## src/sv/svss_pkg.sv

```systemverilog
// ----------------------------------------------------------------------------
// Sorted vertex set store package
// Shared widths, action codes, status codes and parameter defaults.
// ----------------------------------------------------------------------------
package svss_pkg;

    // Parameter defaults for the top level.
    localparam int CAPACITY_DEF    = 64;
    localparam int VERTEX_BITS_DEF = 32;

    // Fixed field widths of the item channels.
    localparam int ACTION_W = 3;
    localparam int VERTEX_W = 32;
    localparam int STATUS_W = 2;
    localparam int COUNT_W  = 7;

    // Action codes.
    localparam logic [ACTION_W-1:0] ACT_CLEAR  = 3'd0;
    localparam logic [ACTION_W-1:0] ACT_INSERT = 3'd1;
    localparam logic [ACTION_W-1:0] ACT_QUERY  = 3'd2;
    localparam logic [ACTION_W-1:0] ACT_AFTER  = 3'd3;
    localparam logic [ACTION_W-1:0] ACT_BEFORE = 3'd4;
    localparam logic [ACTION_W-1:0] ACT_ALL    = 3'd5;

    // Status codes.
    localparam logic [STATUS_W-1:0] ST_DONE   = 2'd0;
    localparam logic [STATUS_W-1:0] ST_DUP    = 2'd1;
    localparam logic [STATUS_W-1:0] ST_FULL   = 2'd2;
    localparam logic [STATUS_W-1:0] ST_ABSENT = 2'd3;

endpackage

```

## src/sv/sorted_vertex_set_store_top.sv

```systemverilog
// ----------------------------------------------------------------------------
// Sorted vertex set store
// Holds up to CAPACITY distinct vertex numbers in ascending order in one RAM
// and serves clear, insert, query and three list actions on them.
// ----------------------------------------------------------------------------
// Usage:
// Input items (i_action, i_vertex) enter on i_in_valid / o_in_stall; result
// items leave on o_out_valid / i_out_stall. An item is taken while the
// control sits idle; one item is worked on at a time. Results come from an
// output register, so the next item is taken while the last result waits.
// Steps, with N the number of stored elements:
//   clear and unused codes: go straight to S_EMIT, which loads the result.
//   insert, query, list after, list before: a binary search over the RAM,
//   each probe a read (S_SRD), then a compare (S_SCMP), for up to
//   ceil(log2(N+1)) probes, then a dispatch (S_DISP); insert moves each element
//   up with one RAM read and one RAM write and ends with the final write.
//   list actions then give each result by a read (S_LRD), then a load (S_LOUT).
// The RAM, with one read port and one write port, sets this order of steps.
// Reset clears the element count and the control; the RAM is not cleared,
// since only entries below the count are ever read. A stalled receiver holds
// the result register and the block waits with it.
// ----------------------------------------------------------------------------
module sorted_vertex_set_store_top #(
    parameter int CAPACITY    = svss_pkg::CAPACITY_DEF,
    parameter int VERTEX_BITS = svss_pkg::VERTEX_BITS_DEF
) (
    input  logic                          i_clk,
    input  logic                          i_rst_n,
    input  logic                          i_in_valid,
    output logic                          o_in_stall,
    input  logic [svss_pkg::ACTION_W-1:0] i_action,
    input  logic [svss_pkg::VERTEX_W-1:0] i_vertex,
    output logic                          o_out_valid,
    input  logic                          i_out_stall,
    output logic [svss_pkg::STATUS_W-1:0] o_status,
    output logic                          o_has_element,
    output logic [svss_pkg::VERTEX_W-1:0] o_element,
    output logic [svss_pkg::COUNT_W-1:0]  o_stored_count,
    output logic                          o_last
);

    localparam int SW = (VERTEX_BITS < svss_pkg::VERTEX_W) ? VERTEX_BITS : svss_pkg::VERTEX_W;
    localparam int AW = $clog2(CAPACITY);
    localparam int CW = $clog2(CAPACITY + 1);
    localparam logic [CW-1:0] CAP_C = CW'(CAPACITY);

    typedef enum logic [8:0] {
        S_IDLE = 9'b000000001,
        S_SRD  = 9'b000000010,
        S_SCMP = 9'b000000100,
        S_DISP = 9'b000001000,
        S_SHRD = 9'b000010000,
        S_SHWR = 9'b000100000,
        S_LRD  = 9'b001000000,
        S_LOUT = 9'b010000000,
        S_EMIT = 9'b100000000
    } t_state;

    t_state                          r_state, n_state;
    logic [svss_pkg::ACTION_W-1:0]   r_action, n_action;
    logic [SW-1:0]                   r_vert, n_vert;
    logic [CW-1:0]                   r_lo, n_lo;
    logic [CW-1:0]                   r_hi, n_hi;
    logic                            r_found, n_found;
    logic [CW-1:0]                   r_idx, n_idx;
    logic [CW-1:0]                   r_end, n_end;
    logic [CW-1:0]                   r_count, n_count;
    logic [svss_pkg::STATUS_W-1:0]   r_pend, n_pend;

    logic                            r_out_valid, n_out_valid;
    logic [svss_pkg::STATUS_W-1:0]   r_out_status, n_out_status;
    logic                            r_out_has, n_out_has;
    logic [svss_pkg::VERTEX_W-1:0]   r_out_elem, n_out_elem;
    logic [svss_pkg::COUNT_W-1:0]    r_out_count, n_out_count;
    logic                            r_out_last, n_out_last;

    logic                            ram_wr_en;
    logic [AW-1:0]                   ram_wr_addr;
    logic [SW-1:0]                   ram_wr_data;
    logic                            ram_rd_en;
    logic [AW-1:0]                   ram_rd_addr;
    logic [SW-1:0]                   ram_rd_data;

    logic                            in_acc;
    logic                            out_free;
    logic [CW:0]                     mid_sum;
    logic [CW-1:0]                   mid;
    logic [CW-1:0]                   idx_inc;
    logic [CW-1:0]                   idx_dec;
    logic [CW-1:0]                   pos_inc;

    // Element storage.
    svss_ram #(
        .WIDTH (SW),
        .DEPTH (CAPACITY)
    ) u_ram (
        .i_clk     (i_clk),
        .i_wr_en   (ram_wr_en),
        .i_wr_addr (ram_wr_addr),
        .i_wr_data (ram_wr_data),
        .i_rd_en   (ram_rd_en),
        .i_rd_addr (ram_rd_addr),
        .o_rd_data (ram_rd_data)
    );

    // Handshake helpers and search midpoint.
    assign o_in_stall = (r_state != S_IDLE);
    assign in_acc     = i_in_valid && !o_in_stall;
    assign out_free   = !r_out_valid || !i_out_stall;
    assign mid_sum    = {1'b0, r_lo} + {1'b0, r_hi};
    assign mid        = mid_sum[CW:1];
    assign idx_inc    = r_idx + CW'(1);
    assign idx_dec    = r_idx - CW'(1);
    assign pos_inc    = r_lo + CW'(1);

    // Control sequencer: search, shift, list and result loading.
    always_comb begin
        n_state      = r_state;
        n_action     = r_action;
        n_vert       = r_vert;
        n_lo         = r_lo;
        n_hi         = r_hi;
        n_found      = r_found;
        n_idx        = r_idx;
        n_end        = r_end;
        n_count      = r_count;
        n_pend       = r_pend;
        n_out_valid  = r_out_valid && i_out_stall;
        n_out_status = r_out_status;
        n_out_has    = r_out_has;
        n_out_elem   = r_out_elem;
        n_out_count  = r_out_count;
        n_out_last   = r_out_last;
        ram_wr_en    = 1'b0;
        ram_wr_addr  = r_idx[AW-1:0];
        ram_wr_data  = ram_rd_data;
        ram_rd_en    = 1'b0;
        ram_rd_addr  = mid[AW-1:0];

        unique case (r_state)
            S_IDLE: begin
                if (in_acc) begin
                    n_action = i_action;
                    n_vert   = i_vertex[SW-1:0];
                    n_lo     = '0;
                    n_hi     = r_count;
                    n_found  = 1'b0;
                    n_pend   = svss_pkg::ST_DONE;
                    priority if (i_action == svss_pkg::ACT_CLEAR) begin
                        n_count = '0;
                        n_state = S_EMIT;
                    end else if (i_action == svss_pkg::ACT_ALL) begin
                        n_idx   = '0;
                        n_end   = r_count;
                        n_state = (r_count == '0) ? S_EMIT : S_LRD;
                    end else if (i_action == svss_pkg::ACT_INSERT
                              || i_action == svss_pkg::ACT_QUERY
                              || i_action == svss_pkg::ACT_AFTER
                              || i_action == svss_pkg::ACT_BEFORE) begin
                        n_state = S_SRD;
                    end else begin
                        n_state = S_EMIT;
                    end
                end
            end
            S_SRD: begin
                if (r_lo < r_hi) begin
                    ram_rd_en = 1'b1;
                    n_state   = S_SCMP;
                end else begin
                    n_state = S_DISP;
                end
            end
            S_SCMP: begin
                if (ram_rd_data < r_vert) begin
                    n_lo = mid + CW'(1);
                end else begin
                    n_hi = mid;
                end
                if (ram_rd_data == r_vert) begin
                    n_found = 1'b1;
                end
                n_state = S_SRD;
            end
            S_DISP: begin
                n_state = S_EMIT;
                priority if (r_action == svss_pkg::ACT_INSERT) begin
                    if (r_found) begin
                        n_pend = svss_pkg::ST_DUP;
                    end else if (r_count >= CAP_C) begin
                        n_pend = svss_pkg::ST_FULL;
                    end else begin
                        n_idx   = r_count;
                        n_state = S_SHRD;
                    end
                end else if (!r_found) begin
                    n_pend = svss_pkg::ST_ABSENT;
                end else if (r_action == svss_pkg::ACT_AFTER) begin
                    n_idx = pos_inc;
                    n_end = r_count;
                    if (pos_inc < r_count) begin
                        n_state = S_LRD;
                    end
                end else if (r_action == svss_pkg::ACT_BEFORE) begin
                    n_idx = '0;
                    n_end = r_lo;
                    if (r_lo != '0) begin
                        n_state = S_LRD;
                    end
                end else begin
                    n_pend = svss_pkg::ST_DONE;
                end
            end
            S_SHRD: begin
                // Move entries at and above the insertion point up, top first.
                if (r_idx > r_lo) begin
                    ram_rd_en   = 1'b1;
                    ram_rd_addr = idx_dec[AW-1:0];
                    n_state     = S_SHWR;
                end else begin
                    ram_wr_en   = 1'b1;
                    ram_wr_addr = r_lo[AW-1:0];
                    ram_wr_data = r_vert;
                    n_count     = r_count + CW'(1);
                    n_state     = S_EMIT;
                end
            end
            S_SHWR: begin
                ram_wr_en = 1'b1;
                n_idx     = idx_dec;
                n_state   = S_SHRD;
            end
            S_LRD: begin
                ram_rd_en   = 1'b1;
                ram_rd_addr = r_idx[AW-1:0];
                n_state     = S_LOUT;
            end
            S_LOUT: begin
                if (out_free) begin
                    n_out_valid  = 1'b1;
                    n_out_status = svss_pkg::ST_DONE;
                    n_out_has    = 1'b1;
                    n_out_elem   = svss_pkg::VERTEX_W'(ram_rd_data);
                    n_out_count  = svss_pkg::COUNT_W'(r_count);
                    n_out_last   = (idx_inc == r_end);
                    n_idx        = idx_inc;
                    n_state      = (idx_inc == r_end) ? S_IDLE : S_LRD;
                end
            end
            S_EMIT: begin
                if (out_free) begin
                    n_out_valid  = 1'b1;
                    n_out_status = r_pend;
                    n_out_has    = 1'b0;
                    n_out_elem   = '0;
                    n_out_count  = svss_pkg::COUNT_W'(r_count);
                    n_out_last   = 1'b1;
                    n_state      = S_IDLE;
                end
            end
            default: begin
                n_state = S_IDLE;
            end
        endcase
    end

    // Control registers.
    always_ff @(posedge i_clk) begin
        if (!i_rst_n) begin
            r_state     <= S_IDLE;
            r_count     <= '0;
            r_out_valid <= 1'b0;
        end else begin
            r_state     <= n_state;
            r_count     <= n_count;
            r_out_valid <= n_out_valid;
        end
    end

    // Working and result payload registers.
    always_ff @(posedge i_clk) begin
        r_action     <= n_action;
        r_vert       <= n_vert;
        r_lo         <= n_lo;
        r_hi         <= n_hi;
        r_found      <= n_found;
        r_idx        <= n_idx;
        r_end        <= n_end;
        r_pend       <= n_pend;
        r_out_status <= n_out_status;
        r_out_has    <= n_out_has;
        r_out_elem   <= n_out_elem;
        r_out_count  <= n_out_count;
        r_out_last   <= n_out_last;
    end

    assign o_out_valid    = r_out_valid;
    assign o_status       = r_out_status;
    assign o_has_element  = r_out_has;
    assign o_element      = r_out_elem;
    assign o_stored_count = r_out_count;
    assign o_last         = r_out_last;

    // The count never passes the capacity.
    a_count_cap: assert property (@(posedge i_clk) disable iff (!i_rst_n)
        r_count <= CAP_C)
        else $error("element count above capacity");

    // A shift write never lands at or below the insertion point.
    a_shift_above: assert property (@(posedge i_clk) disable iff (!i_rst_n)
        (r_state == S_SHWR) |-> (r_idx > r_lo))
        else $error("shift write below insertion point");

    // Listing stays inside its range.
    a_list_range: assert property (@(posedge i_clk) disable iff (!i_rst_n)
        (r_state == S_LOUT) |-> (r_idx < r_end))
        else $error("list index out of range");

    // A listed element always carries the done status.
    a_elem_status: assert property (@(posedge i_clk) disable iff (!i_rst_n)
        (o_out_valid && o_has_element) |-> (o_status == svss_pkg::ST_DONE))
        else $error("listed element with a non-done status");

    // The count changes only on a clear or at the end of an insert.
    a_count_change: assert property (@(posedge i_clk) disable iff (!i_rst_n)
        !$stable(r_count) |-> (($past(r_state) == S_SHRD)
            || ($past(in_acc) && ($past(i_action) == svss_pkg::ACT_CLEAR))))
        else $error("element count changed outside clear or insert");

endmodule

```

## src/sv/svss_ram.sv

```systemverilog
// ----------------------------------------------------------------------------
// Generic simple dual-port RAM
// One write port and one read port; read data is registered and holds
// its value in cycles without a read. Contents are undefined until written.
// ----------------------------------------------------------------------------
module svss_ram #(
    parameter int WIDTH = 32,
    parameter int DEPTH = 64
) (
    input  logic                     i_clk,
    input  logic                     i_wr_en,
    input  logic [$clog2(DEPTH)-1:0] i_wr_addr,
    input  logic [WIDTH-1:0]         i_wr_data,
    input  logic                     i_rd_en,
    input  logic [$clog2(DEPTH)-1:0] i_rd_addr,
    output logic [WIDTH-1:0]         o_rd_data
);

    logic [WIDTH-1:0] r_mem [DEPTH];
    logic [WIDTH-1:0] r_rd_data;

    // Write port.
    always_ff @(posedge i_clk) begin
        if (i_wr_en) begin
            r_mem[i_wr_addr] <= i_wr_data;
        end
    end

    // Registered read port.
    always_ff @(posedge i_clk) begin
        if (i_rd_en) begin
            r_rd_data <= r_mem[i_rd_addr];
        end
    end

    assign o_rd_data = r_rd_data;

endmodule
```

## config.mk

```make
export PLATFORM = sky130hd
export DESIGN_NAME = sorted_vertex_set_store_top
export DESIGN_NICKNAME = d
export VERILOG_FILES = /design/src/sv/svss_pkg.sv /design/src/sv/sorted_vertex_set_store_top.sv /design/src/sv/svss_ram.sv
export SDC_FILE = /design/constraint.sdc
export NUM_CORES = 2
export LEC_CHECK = 0
export ABC_AREA = 1
export BUFFER_PORTS_ARGS = -buffer_cell sky130_fd_sc_hd__buf_2
export CAP_MARGIN = 20
export CORE_MARGIN = 2
export CORE_UTILIZATION = 31
export DETAILED_ROUTE_END_ITERATION = 8
export GPL_TIMING_DRIVEN = 0
export SYNTH_ARGS = -nofsm -noshare
export SYNTH_HDL_FRONTEND = slang
export SYNTH_HIERARCHICAL = 1
export SYNTH_SLANG_ARGS = --single-unit
```

## constraint.sdc

```tcl
create_clock -name i_clk -period 9.65 [get_ports i_clk]
set_clock_uncertainty 0.2 [all_clocks]
set_input_delay 0.965 -clock i_clk [delete_from_list [all_inputs] [get_ports i_clk]]
set_output_delay 0.965 -clock i_clk [all_outputs]
set_load 0.01 [all_outputs]
```

=== Yosys cells after proc, flatten, opt, wreduce, memory -nomap -nowiden ===
Memory sizes are Yosys's and may differ from the RTL's. A register that Yosys moved wholly into a read port is not among the register bits.
Cells that the tools add are included.

* Bits in registers: 126
* Word-level logic and storage cells: 182
* Output and inout bits: 45
* Memories: 1
* RAM bits: 2048

{| class="wikitable"
|+ Memories
! name !! depth !! width !! read ports !! clocked after memory_dff !! wr ports !! RTL line !! RTL
|-
| u_ram.r_mem || 64 || 32 || 1 || 1 || 1 || svss_ram.sv:19 || <nowiki>logic [WIDTH-1:0] r_mem [DEPTH];</nowiki>
|}

* Mux-type cells: 85
* Order comparisons: 5
* Eq/ne operators: 40
* $add $sub $neg: 6
* Reductions and logical operators: 29

{| class="wikitable"
|+ Operators with widths
! kind !! number
|-
| 7-bit 2-to-1 mux || 25
|-
| 9-bit 2-to-1 mux || 16
|-
| 32-bit 2-to-1 mux || 4
|-
| 9-bit case mux with 9 select lines || 1
|-
| 32-bit case mux with 2 select lines || 1
|-
| 7-bit case mux with 2 select lines || 4
|-
| 32-bit equality test || 1
|-
| 32-bit less-than comparator || 1
|-
| 7-bit by 1-bit adder with 7-bit output, second input constant || 4
|-
| 7-bit case mux with 4 select lines || 1
|-
| 2-bit inequality test, second input constant || 12
|-
| 2-bit 2-to-1 mux || 9
|-
| 6-bit 2-to-1 mux || 3
|-
| 4-bit inequality test, second input constant || 4
|-
| 3-bit AND reduction || 5
|-
| 7-bit less-than comparator || 2
|-
| 1-bit 2-to-1 mux || 12
|-
| 3-bit inequality test, second input constant || 4
|-
| 6-bit case mux with 2 select lines || 1
|-
| 3-bit by 2-bit equality test with 1-bit output, second input constant || 3
|-
| 3-bit equality test, second input constant || 3
|-
| 9-bit by 1-bit equality test with 1-bit output, second input constant || 1
|-
| 9-bit by 2-bit equality test with 1-bit output, second input constant || 1
|-
| 9-bit by 3-bit equality test with 1-bit output, second input constant || 1
|-
| other kinds (31) || 46
|}

=== Longest topological paths before layout ===
* Depth after elaboration: 9
* Gate-level depth with buffers: 25
* Gate-level depth less buffers: 20

=== Hierarchy ===
The synthesis kept the hierarchy.

{| class="wikitable"
|+ Modules (own cells, without submodules)
! module !! area each (sq um) !! times used !! cells each !! sequential area each (sq um)
|-
| svss_ram || 83077.2 || 1 || 6778 || 62459.9
|-
| sorted_vertex_set_store_top || 8026.4 || 1 || 962 || 3613.5
|}

=== Worst setup path after synthesis ===
No wires, ideal clock.

* Kind: register -> register
* From: register r_lo[2]
* To: memory u_ram.r_mem[36][0], enable pin
* Setup time: 0.502 ns
* Required time: 8.948 ns
* Cell stages (with the launch flop): 17
* Buffers on the path: 3
* Path slack: 3.444 ns
* Clock period less this slack: 6.206 ns
* Arrival: 5.504 ns
* Cells stage by stage: edfxtp_1 -> clkbuf_1 -> inv_1 -> ha_1 -> a21oi_1 -> o21ai_1 -> nand2_1 -> nand2_1 -> nand2_2 -> inv_2 -> nor2_4 -> buf_6 -> buf_6 -> nand2_1 -> o21ai_0 -> inv_1 -> nor4_1

{| class="wikitable"
|+ RTL lines
! what !! RTL line !! RTL
|-
| start: declaration || sorted_vertex_set_store_top.sv:62 || <nowiki>logic [CW-1:0] r_lo, n_lo;</nowiki>
|-
| start signal: assignment || sorted_vertex_set_store_top.sv:284 || <nowiki>r_lo <= n_lo;</nowiki>
|-
| 7-bit greater-than comparator || sorted_vertex_set_store_top.sv:216 || <nowiki>if (r_idx > r_lo) begin</nowiki>
|-
| 6-bit 2-to-1 mux (*) || sorted_vertex_set_store_top.sv:216 ||
|-
| 6-bit 2-to-1 mux (*) || sorted_vertex_set_store_top.sv:140 || <nowiki>unique case (r_state)</nowiki>
|-
| net ram_wr_addr[2] || sorted_vertex_set_store_top.sv:78 || <nowiki>logic [AW-1:0] ram_wr_addr;</nowiki>
|-
| end: declaration || svss_ram.sv:19 ||
|}

The timed path passes the listed nets; every way through them passes the cells marked *.

=== Worst setup path after layout ===
* From: register r_lo[2]
* To: register u_ram.r_rd_data[24], in the netlist u_ram/o_rd_data[24] (read register of u_ram.r_mem) (data pin)

* Cells in the longest elaborated chain, start to end: 3

{| class="wikitable"
|+ Ends and longest elaborated chain
! what !! RTL line !! RTL
|-
| 7-bit by 7-bit adder with 8-bit output / 7-bit greater-than comparator (equally long branches) || sorted_vertex_set_store_top.sv:110, sorted_vertex_set_store_top.sv:216 ||
|-
| 6-bit 2-to-1 mux || sorted_vertex_set_store_top.sv:216 ||
|-
| 6-bit case mux with 2 select lines (*) || sorted_vertex_set_store_top.sv:140 ||
|-
| net ram_rd_addr[3] || sorted_vertex_set_store_top.sv:81 || <nowiki>logic [AW-1:0] ram_rd_addr;</nowiki>
|-
| end: declaration || svss_ram.sv:20 || <nowiki>logic [WIDTH-1:0] r_rd_data;</nowiki>
|}

Marks and branches as above.
A chain may end at the register's enable or synchronous reset.

==> results by group <==
Yosys
  – Ranking of synthesized cells by area: edfxtp_1 72%, nand3_1 11%, nand2_1 10%
  – Ys flop type: edfxtp_1
  – Post-synthesis sequential area ratio: between 70% and 80%
  – Synth area leader: edfxtp_1
  – Synth Area per Inst: between 10 and 15 um^2
  – Post-synthesis instance total: 7740
  – Post-synthesis cell type count: 45
  – EDFF count, synth: approximately 2200
  – Yosys warning count: 6
  – Register bit total from synthesis: roughly 2200
  – Asr flop ratio synth: 0%
  – Syn nets: approximately 7800
  – Post-synthesis cell area: about 91000 um^2
  – Post-synth top area share: roughly 72%

Run
  – Max_cap viols: 0

Clocking
  – CTS tree: yes
  – Clock sink total: 2206
  – Num CTS Buffers: about 230
  – Worst-Skew Late Latency: about 0.9 ns
  – Post-CTS Resized: 0
  – CTS H-tree depth: 4
  – CTS clock-pin slew for the worst setup and hold paths: roughly 0.060 ns
  – Clock root cell: clkbuf_16
  – Setup bufs post-CTS: 0
  – Hold Buf Count CTS: 8
  – CTS max path bufs: 3

Timing
  – Fin. Hold Viols: 0
  – Tcrit/Tclk final: ~72%
  – Total negative setup slack: 0 ns
  – Fin crit period: 6.913 ns
  – Slew Limit Fails: 0
  – Worst Tran Pin Value: ~1.3 ns
  – Worst rel slew slack: approximately 14%
  – # setup viols final: 0
  – RSZ-0062 raised after global routing: no
  – Fmax: around 0.14 GHz

Detailed routing
  – Final WL: about 370000 um
  – Antenna-violating nets left: 0
  – Drt wl/cell: between 20 and 30 um
  – Drc violations: 0
  – DR vias/cell: between 5 and 6
  – 1st-iter DRT viols: ~12000
  – Detailed Routing Iterations Pass 1: 9
  – Vias: approximately 70000

Setup path
  – Crit Path Class: flip-flop to flip-flop
  – Crit path arrival time: roughly 7.3 ns
  – Req. time, crit path: 10.02 ns
  – Largest fanout on the critical path: 11
  – Worst Reg-to-Reg Cells: 21
  – Crit end category: flip-flop
  – CP startpoint kind: flip-flop

Power and ir drop
  – Post-layout power: approximately 35 mW
  – Power Density: 320.9 nW/um^2
  – Peak VDD IR: 0.0002351 V
  – Static Leak: 38.83 nW

Cells and area
  – Nets@finish: 8383
  – Area grow syn2layout: 18.97%
  – Proportion of layout cells with a drive suffix above 1: around an eighth
  – Core Util, Final: a little under two fifths

Die
  – Die H: about 550 um
  – Die area: a little under 300000 um^2
  – Initial Utilization: a little under a third
  – Boundary Pins: 84
  – Die width: roughly 550 um
  – Core area: 293100 um^2
  – Placement Rows: between 150 and 200

GRT
  – Overall Global Routing Usage: a little under a quarter
  – Initial antenna violation count: 20
  – First-pass GRT wire length: slightly below 500000 um
  – Vias in the first global route: roughly 63000
  – Largest net degree at the start of global routing: 37
  – Overflow after GRT: 0

Run status
  – Status: finished clean

Worst hold path
  – Min-delay worst type: input port to flip-flop
  – WHS Path Cells: 1

Place
  – Routability cong.: about 1.0
  – Port Buf Inserts: between 80 and 90
  – Hpwl dp: 261900 um
## worst paths after layout
path	start	to	slack [ns]
max	r_lo[2]	u_ram/o_rd_data[24]	2.74
min	i_vertex[21]	r_vert[21]	0.05
max reg2reg	r_lo[2]	u_ram/o_rd_data[24]	2.74
min reg2reg	r_state[7]	r_state[7]	0.29
## kinds of logic (layout without fill, tap and decap cells)
family,Yosys count,count (layout),share of synthesized area [%]
other cells,0,15,0
flops,2206,2206,72.53
fa+ha+maj,69,69,0.9559
buf+inv,649,1376,3.354
simple gates,4657,4657,22.15
compound gates,143,143,0.8625
xor+xnor,16,16,0.1538
## area by class of cell
cell class	instances	area, um^2
Inverter	180	680.7
Clock inverter	140	1353
Multi-Input combinational cell	4885	22820
Antenna cell	15	37.54
Buffer	469	2379
Sequential cell	2206	66070
Tap cell	3919	4903
Clock buffer	279	5854
Fill cell	27980	184700
Timing Repair Buffer	308	4284
## layer usage
metal,vias to the layer above,part of all wire [%],track usage (%)
met5,-,0.032,0
met4,16,6.8,13.33
met3,1092,15,7.990
met2,5302,42,34.63
met1,33830,37,30.63
li1,28510,-,-
## cells in the mapped netlist, drive strengths merged (3+ instances only)
master / instances
nand2: 2487
inv: 180
nor3: 19
nor2: 167
buf: 393
ha: 68
xnor2: 3
nand3b: 4
dfxtp: 17
o221ai: 6
a21oi: 45
xor2: 13
o21ai: 73
nand4: 29
o211ai: 7
nand3: 1944
edfxtp: 2189
nor4: 6
clkbuf: 76
## critical path, cell delays in order, from the launching register on
cell	delay, ns
edfxtp_1	0.40
clkbuf_1	0.47
inv_1	0.09
ha_1	0.35
a21oi_1	0.14
o21ai_1	0.08
nand2_1	0.06
nand2_1	0.11
nand2_2	0.15
nor2_4	0.08
inv_2	0.07
buf_6	0.16
nand2_1	0.06
o211ai_1	0.76
buf_4	0.36
clkbuf_2	0.64
clkbuf_1	1.01
nand3_1	0.30
nand3_1	0.44
nand2_1	0.13
nand2_1	0.23
nand2_1	0.26
## power breakdown
| part | total [mW] | switching (mW) | internal, mW | leakage [nW] |
|---|---|---|---|---|
| logic | 15.4 | 12.0 | 3.43 | 15.5 |
| clock network | 8.63 | 3.83 | 4.80 | 3.50 |
| registers | 10.7 | 0.0771 | 10.7 | 19.9 |
## layout by cell type, fill, tap and decap left out, types with 9 or more instances in the layout
cell / Yosys / layout
buf_4: 32 / 76
buf_8: 0 / 9
dfxtp_1: 17 / 17
inv_1: 170 / 170
edfxtp_1: 2189 / 2189
nor3_1: 17 / 14
clkbuf_16: 0 / 226
diode_2: 0 / 15
bufinv_16: 0 / 18
buf_6: 16 / 32
clkbuf_1: 75 / 125
nor2_4: 7 / 63
o21ai_4: 0 / 32
buf_1: 47 / 47
o21ai_0: 61 / 34
buf_16: 0 / 28
nor2_1: 158 / 102
clkinv_1: 0 / 53
clkinv_2: 0 / 45
ha_1: 68 / 68
xor2_1: 13 / 13
a21oi_1: 44 / 43
buf_12: 0 / 118
nand4_1: 28 / 28
nand3_1: 1942 / 1942
nand2_1: 2478 / 2477
buf_2: 298 / 383
## metrics by stage
step	cell area, um^2	hold WS [ns]	worst slack [ns]	instances
2_1_floorplan	91100	0.2525	3.444	7740
3_3_place_gp	96420	0.2697	-4.837	11740
3_5_place_dp	101000	0.2745	3.181	11950
4_1_cts	108300	0.002668	3.174	12380
5_1_grt	108400	0.02423	2.801	12390
6_report	108400	0.04743	2.737	12400
## state kept, by name, indices dropped and copies added (netlist names)
signal / cells
r_vert: 32
r_lo: 7
o_has_element: 1
r_found: 1
r_action: 3
o_out_valid: 1
r_pend: 2
u_ram/r_mem: 2048
o_last: 1
r_end: 7
o_stored_count: 7
o_status: 2
o_element: 32
r_state: 9
r_count: 7
r_hi: 7
u_ram/o_rd_data: 32
r_idx: 7
No activity file was read; power rests on OpenSTA's default activity.
